**src/sv/cfpf_pkg.sv**
```systemverilog
// Shared types, register indexes and the coordinate scaling function
// for the contour feature point finder. No dependencies.
package cfpf_pkg;

    // Grid edge length; a power of two, so scaling divides by a shift
    localparam int GRID_SIZE  = 256;
    localparam int GRID_SHIFT = $clog2(GRID_SIZE);

    localparam int COORD_W = 8;
    localparam int SIZE_W  = 14;
    localparam int ADDR_W  = 3;
    localparam int PROD_W  = COORD_W + SIZE_W;

    localparam logic [SIZE_W-1:0] OUT_MAX = SIZE_W'(16383);

    typedef enum logic [ADDR_W-1:0] {
        REG_ANGLE_CX = 3'd0,
        REG_ANGLE_CY = 3'd1,
        REG_VERT_CX  = 3'd2,
        REG_VERT_CY  = 3'd3,
        REG_WIDTH    = 3'd4,
        REG_HEIGHT   = 3'd5
    } t_reg_idx;

    typedef struct packed {
        logic [COORD_W-1:0] y;
        logic [COORD_W-1:0] x;
    } t_point;

    typedef struct packed {
        logic [COORD_W-1:0] angle_cx;
        logic [COORD_W-1:0] angle_cy;
        logic [COORD_W-1:0] vert_cx;
        logic [COORD_W-1:0] vert_cy;
        logic [SIZE_W-1:0]  width;
        logic [SIZE_W-1:0]  height;
    } t_cfg;

    typedef struct packed {
        t_point left;
        t_point right;
        t_point top;
        t_point bottom;
        logic   top_found;
        logic   bottom_found;
    } t_snap;

    typedef struct packed {
        logic [SIZE_W-1:0] bottom_mid_y;
        logic [SIZE_W-1:0] bottom_mid_x;
        logic [SIZE_W-1:0] top_mid_y;
        logic [SIZE_W-1:0] top_mid_x;
        logic [SIZE_W-1:0] right_corner_y;
        logic [SIZE_W-1:0] right_corner_x;
        logic [SIZE_W-1:0] left_corner_y;
        logic [SIZE_W-1:0] left_corner_x;
        logic              bottom_found;
        logic              top_found;
    } t_result;

    // coord * size / GRID_SIZE, truncated, saturated to the output range
    function automatic logic [SIZE_W-1:0] f_scale(logic [COORD_W-1:0] coord,
                                                  logic [SIZE_W-1:0] size);
        logic [PROD_W-1:0] prod;
        logic [PROD_W-1:0] quot;
        prod = PROD_W'(coord) * PROD_W'(size);
        quot = prod >> GRID_SHIFT;
        if (quot > PROD_W'(OUT_MAX)) begin
            return OUT_MAX;
        end
        return quot[SIZE_W-1:0];
    endfunction

endpackage

```
**src/sv/cfpf_scaler.sv**
```systemverilog
// Snapshot register and result register: scales the four found points
// to image size. Depends on cfpf_pkg.
module cfpf_scaler (
    input  logic              i_clk,
    input  logic              i_rst_n,
    input  cfpf_pkg::t_cfg    i_cfg,
    input  logic              i_snap_valid,
    output logic              o_snap_ready,
    input  cfpf_pkg::t_snap   i_snap,
    output logic              o_valid,
    input  logic              i_ready,
    output cfpf_pkg::t_result o_result
);

    logic              r_snap_valid;
    cfpf_pkg::t_snap   r_snap;
    logic              r_out_valid;
    cfpf_pkg::t_result r_out, n_out;
    logic              out_ready;

    assign out_ready    = !r_out_valid || i_ready;
    assign o_snap_ready = !r_snap_valid || out_ready;

    always_comb begin
        n_out.left_corner_x  = cfpf_pkg::f_scale(r_snap.left.x,   i_cfg.width);
        n_out.left_corner_y  = cfpf_pkg::f_scale(r_snap.left.y,   i_cfg.height);
        n_out.right_corner_x = cfpf_pkg::f_scale(r_snap.right.x,  i_cfg.width);
        n_out.right_corner_y = cfpf_pkg::f_scale(r_snap.right.y,  i_cfg.height);
        n_out.top_mid_x      = cfpf_pkg::f_scale(r_snap.top.x,    i_cfg.width);
        n_out.top_mid_y      = cfpf_pkg::f_scale(r_snap.top.y,    i_cfg.height);
        n_out.bottom_mid_x   = cfpf_pkg::f_scale(r_snap.bottom.x, i_cfg.width);
        n_out.bottom_mid_y   = cfpf_pkg::f_scale(r_snap.bottom.y, i_cfg.height);
        n_out.top_found      = r_snap.top_found;
        n_out.bottom_found   = r_snap.bottom_found;
    end

    always_ff @(posedge i_clk) begin
        if (!i_rst_n) begin
            r_snap_valid <= 1'b0;
            r_out_valid  <= 1'b0;
        end else begin
            if (o_snap_ready) begin
                r_snap_valid <= i_snap_valid;
            end
            if (out_ready) begin
                r_out_valid <= r_snap_valid;
            end
        end
    end

    always_ff @(posedge i_clk) begin
        if (i_snap_valid && o_snap_ready) begin
            r_snap <= i_snap;
        end
        if (r_snap_valid && out_ready) begin
            r_out <= n_out;
        end
    end

    assign o_valid  = r_out_valid;
    assign o_result = r_out;

endmodule

```
**config.mk**
```make
export PLATFORM = sky130hd
export DESIGN_NAME = cfpf_scaler
export DESIGN_NICKNAME = d
export VERILOG_FILES = /design/src/sv/cfpf_pkg.sv /design/src/sv/cfpf_scaler.sv
export SDC_FILE = /design/constraint.sdc
export NUM_CORES = 2
export LEC_CHECK = 0
export BUFFER_PORTS_ARGS = -buffer_cell sky130_fd_sc_hd__buf_2
export CORE_ASPECT_RATIO = 0.7
export CORE_MARGIN = 10
export CORE_UTILIZATION = 45
export CTS_BUF_LIST = sky130_fd_sc_hd__clkbuf_8
export DETAILED_ROUTE_END_ITERATION = 10
export PLACE_DENSITY = 0.64
export SLEW_MARGIN = 20
export SYNTH_ARGS = -nofsm -noshare
export SYNTH_HDL_FRONTEND = slang
export SYNTH_SLANG_ARGS = --single-unit
```
**constraint.sdc**
```tcl
create_clock -name i_clk -period 7.4 [get_ports i_clk]
set_input_delay 0.74 -clock i_clk [delete_from_list [all_inputs] [get_ports i_clk]]
set_output_delay 0.74 -clock i_clk [all_outputs]
set_load 0.01 [all_outputs]
```
Word level (Yosys, flattened, before mapping)
Cells that the tools add are included.
- bits in registers: 182
- output and inout port bits: 116
- multipliers: 8
- magnitude comparators: 8
- multiplexer cells: 24
- reduce and logical (&&, ||, !) cells: 6
- operator list (kind ; count):
    $mux 14 ; 16
    $mul 8x14->22 ; 8
    $gt 14x14->1 const B ; 8
    $mux 1 ; 8
    $logic_and 1x1->1 ; 2
    $logic_not 1->1 ; 2
    $logic_or 1x1->1 ; 2

Longest topological paths before layout
- depth in word-level cells: 4
- gate-level depth with buffers: 19
- mapped depth without buffers: 17

Worst setup path after synthesis
OpenSTA, ideal clock, no wires.
- path type: input port to flip-flop
- from: in i_ready
- to: reg r_out (netlist bit o_result[0]) (enable)
- library setup time: 602 ps
- arrival: 5864 ps
- path slack: 934 ps
- stages on the path: 2
- path buffers: 0
- cells stage by stage: nor2b_1 > nor2b_1
- longest elaborated chain between the ends: 2
- RTL lines (element ; RTL line ; text):
    start: declaration ; cfpf_scaler.sv:11 ; input logic i_ready,
    $logic_or 1x1->1 ; cfpf_scaler.sv:21 ; assign out_ready = !r_out_valid || i_ready;
    $logic_and 1x1->1 ; cfpf_scaler.sv:55 ; if (r_snap_valid && out_ready) begin
    end signal: assignment ; cfpf_scaler.sv:56 ; r_out <= n_out;
    end: declaration ; cfpf_scaler.sv:18 ; cfpf_pkg::t_result r_out, n_out;
No other way between the ends.
A chain may end at the register's enable or synchronous reset.

Worst setup path after layout
- from: reg r_snap[6] (netlist name)
- to: reg r_out (netlist bit o_result[96]), data pin
- longest elaborated chain between the ends: 4
- RTL lines (element ; RTL line ; text):
    start: declaration ; cfpf_scaler.sv:16 ; cfpf_pkg::t_snap r_snap;
    start signal: assignment ; cfpf_scaler.sv:53 ; r_snap <= i_snap;
    $mul 8x14->22 (*) ; cfpf_pkg.sv:66 ; prod = PROD_W'(coord) * PROD_W'(size);
    $gt 14x14->1 ; cfpf_pkg.sv:68 ; if (quot > PROD_W'(OUT_MAX)) begin
    $mux 1 ; cfpf_pkg.sv:68 ;
    $mux 14 (*) ; cfpf_pkg.sv:71 ; return quot[SIZE_W-1:0];
Every way passes the cells marked *; elsewhere a longest branch is shown, timed or not.

==> results.md <==
- Setup slack on the worst reg-to-reg path comes out at 2020 ps.
- The most critical setup path has its startpoint at r_snap[6].
- The via count of the first global-routing pass is 23.0k.
- Of all nets on the critical path, the largest fanout is 14.
- The category of the critical setup timing path is register to register.
- The number of hold violations in the final report is 0.
- Buffers inserted to repair hold after CTS numbered 0.
- The number of storage elements in the synthesis netlist is 182.
- The number of H-tree levels is 4.
- and2_1 is the most common cell in the netlist.
- The analysis attributes to cell leakage a power of 17.0 nW.
- For this run, design rule violations remaining after detail routing come to 0.
- After technology mapping, the gate count stands at 3265.
- The relative max-transition margin is 47.9%.
- The final setup skew is 23.5 ps.
- The initial detailed-routing violation count is 1246.
- The layout-stage area growth over the synthesis result is 6.82%.
- The total clock sinks is 182.
- The worst hold path begins at i_snap[56].
- The y dimension of the die is 244 microns.
- At the end of the flow, the number of nets in the layout was 4369.
- The clock passes through at most 2 buffers.
- The flow ran to the end, and the final reports show no timing, DRC or antenna violations.
- By count the netlist is led by 698 x and2_1, 647 x inv_1, 568 x fa_1.
- After clock tree synthesis, the clock-pin slew on the worst setup and hold paths is 130 ps.
- In this run the critical register-to-register path is launched from r_snap[6].
- The initial core utilization is 45.7%.
- The count of cells along the worst hold path is 1.
- The number of placed instances, taps included, is 4294.
- The per-cell routed wire length is 17.1 microns.
- The slew at the pin with the worst max-slew slack is 781 ps.
- TritonCTS built the clock tree.
- In this run, post-CTS repair resized a total of 0 instances.
- The worst hold path endpoint is r_snap[56].
- Data on the critical path arrives at its endpoint at 5730 ps.
- The warning count from the yosys run is 0.
- The number of top-level pins is 246.
- The share of flip-flops with an asynchronous set or reset after synthesis is 0%.
- Wires add up to 73800 microns.
- For the final routed database, the setup TNS stands at 0 ps.
- The number of clock buffers inserted by TritonCTS is 17.
- Global routing used 18.5% of the available tracks across all layers.
- The initial antenna violation count is 3.
- Synthesis produced a netlist with a net count of 4275.
- The largest total area in the synthesized netlist belongs to fa_1.
- In this run the horizontal extent of the chip is 340 microns.
- The mean cell area of the mapped netlist is 9.87 sq um.
- The pin count of the biggest net entering global routing is 73.
- The wire length of the first global-routing pass is 123000 microns.
- Counting flops with a built-in enable in the synthesized netlist gives 180.
- The total area inside the core boundary comes to 70400 sq um.
- Setup repair after global routing left no endpoint under its margin.
- The half-perimeter wire length after placement is 55700 microns.
- For the worst-skew pair, the clock arrives at the later sink with an insertion delay of 610 ps.
- The number of iterations in the first detailed-routing pass is 6.
- The max-cap check violation count is 0.
- Setup violations remaining at the end of the flow were counted as 0.
- The non-filler instance count after layout is 4326.
- The number of cells on the worst reg-to-reg path is 16.
- The worst path required time is 7750 ps.
- Yosys attributes the largest share of cell area to fa_1 35%, edfxtp_1 17%, and2_1 14%, ha_1 12%, inv_1 7.5%.
- The post-synth design cell area is 32200 sq um.
- Derived from the worst setup path, the maximum achievable clock frequency is 186 MHz.
- In this run the worst hold path is classified as input pin to register.
- The cell at the root of the clock tree is clkbuf_8.
- For this run, the leading register cell type out of synthesis is edfxtp_1.
- The area of the die is 82900 sq um.
- The total overflow reported by the global router is 0.
- The routability congestion estimate is 0.829.
- The share of final-layout standard cells stronger than drive strength 1 is 7.86%.
- The number of pins exceeding their max-slew limit in the final report is 0.
- The detail-routed via count per cell is 5.01.
- The post-detailed-route count of antenna-violating nets is 0.
- Sequential cells were found to cover 16.9% of the synthesized design area.
- The final critical-path required period is 5380 ps.
- The count of buffers from port buffering is 213.
- The peak supply drop is 207 uV.
- The endpoint type of the worst setup path is a register.
- The netlist uses 70 different library cells.
- The floorplan has 81 rows.
- For this design the ratio of total power to cell area is 280 nW/um^2.
- The routed layout has 21.7k vias.
- The critical register-to-register path endpoint is o_result[96].
- The post-route clock period utilization is 72.7%.
- The top-area cell type share of the netlist area is 35.3%.
- The buffers inserted during post-CTS setup optimization is 0.
- The worst setup path is launched from a register.
## registers in the layout, indices dropped and copies added (netlist names)
name / count
r_snap_valid: 1
o_result: 114
o_valid: 1
r_snap: 64
n_out: 2
## where the power goes
part | switching (mW) | internal, mW | total (mW)
registers | 0.171 | 1.81 | 1.98
clock network | 0.478 | 0.335 | 0.813
logic | 3.88 | 2.98 | 6.85
total | 4.52 | 5.12 | 9.65
## worst max-delay path: stages, from the launching register on
cell and delay [ps]:
edfxtp_1 790, nand2_1 150, fa_1 520, inv_1 60
fa_1 490, fa_1 490, inv_1 50, fa_1 490
inv_1 50, ha_1 320, a21oi_1 140, o21ai_0 120
a31oi_2 360, a31oi_2 220, a21oi_2 300, nor4_1 70
or4b_1 510
## cells by family after synthesis
group	share of synthesized area [%]
flip-flops	16.9
buffers and inverters	9.28
adder cells (fa/ha/maj)	47.4
AO/OA/AOI/OAI	4.80
multiplexers	0.0311
AND/OR/NAND/NOR	18.7
XOR/XNOR	2.88
## cell usage in the layout (no fill, tap or decap), types with 3 or more instances in the layout
cell type | Yosys | final
buf_4 | 1 | 9
nor3_1 | 11 | 11
a41o_1 | 3 | 3
inv_1 | 647 | 648
and2_1 | 698 | 697
nand3b_1 | 4 | 4
nor2b_1 | 15 | 14
o211ai_1 | 9 | 9
edfxtp_1 | 180 | 180
xor2_1 | 32 | 32
bufinv_16 | 0 | 3
a311oi_1 | 3 | 3
a31oi_1 | 7 | 7
nand4_1 | 11 | 11
nand2_1 | 220 | 220
a211o_1 | 3 | 3
o21bai_1 | 7 | 7
a21oi_1 | 70 | 70
a2111oi_0 | 3 | 3
nor4_1 | 5 | 5
nand4b_1 | 4 | 4
o21ai_0 | 28 | 28
ha_1 | 312 | 312
a21o_1 | 24 | 24
o21a_1 | 18 | 18
and3_1 | 14 | 14
a221o_1 | 4 | 4
nand3_1 | 19 | 19
a211oi_1 | 6 | 6
xnor2_1 | 74 | 74
buf_2 | 1 | 213
fa_1 | 568 | 568
clkinvlp_4 | 0 | 3
nor2_1 | 58 | 58
nand2b_1 | 5 | 5
clkbuf_8 | 0 | 17
o31ai_1 | 10 | 10
## per-layer routing
metal / vias to the layer above / global-route usage [%] / wire length (microns)
met5: - / 0 / 0
met4: 0 / 4.25 / 1030
met3: 52 / 3.93 / 4360
met2: 464 / 26.9 / 31100
met1: 10999 / 27.6 / 37300
li1: 10156 / - / -
## layout make-up
type,instances,area (sq um)
inverters,647,2430
fillers,6626,36000
clock buffers,17,234
flip-flops and latches,182,5450
repair buffers,223,1140
diodes,1,2.50
clock inverters,14,174
well taps,954,1190
multi-input cells,2288,23800
## how the worst max path moves through the flow
stage / to / slack, ps / cells past startpoint
floorplan: o_result[0] / 930 / 2
finish: o_result[96] / 2020 / 16
CTS: o_result[113] / 2020 / 16
global route: o_result[113] / 1630 / 16
detailed placement: o_result[96] / 1470 / 17
global placement: o_result[96] / 1460 / 17
## through the flow
stage          utilization (%)  instance area, sq um  hold WS (ps)  setup WS [ps]  power [mW]
2_1_floorplan                -                 32200           400            934        7.20
3_3_place_gp              48.3                 34000           402           1460        8.79
3_5_place_dp              48.3                 34000           421           1470        8.86
4_1_cts                   48.9                 34400           198           2020        9.76
5_1_grt                   48.9                 34400           245           1630        10.8
6_report                  48.9                 34400           292           2020        9.65
(Power assumes the default switching activity.)
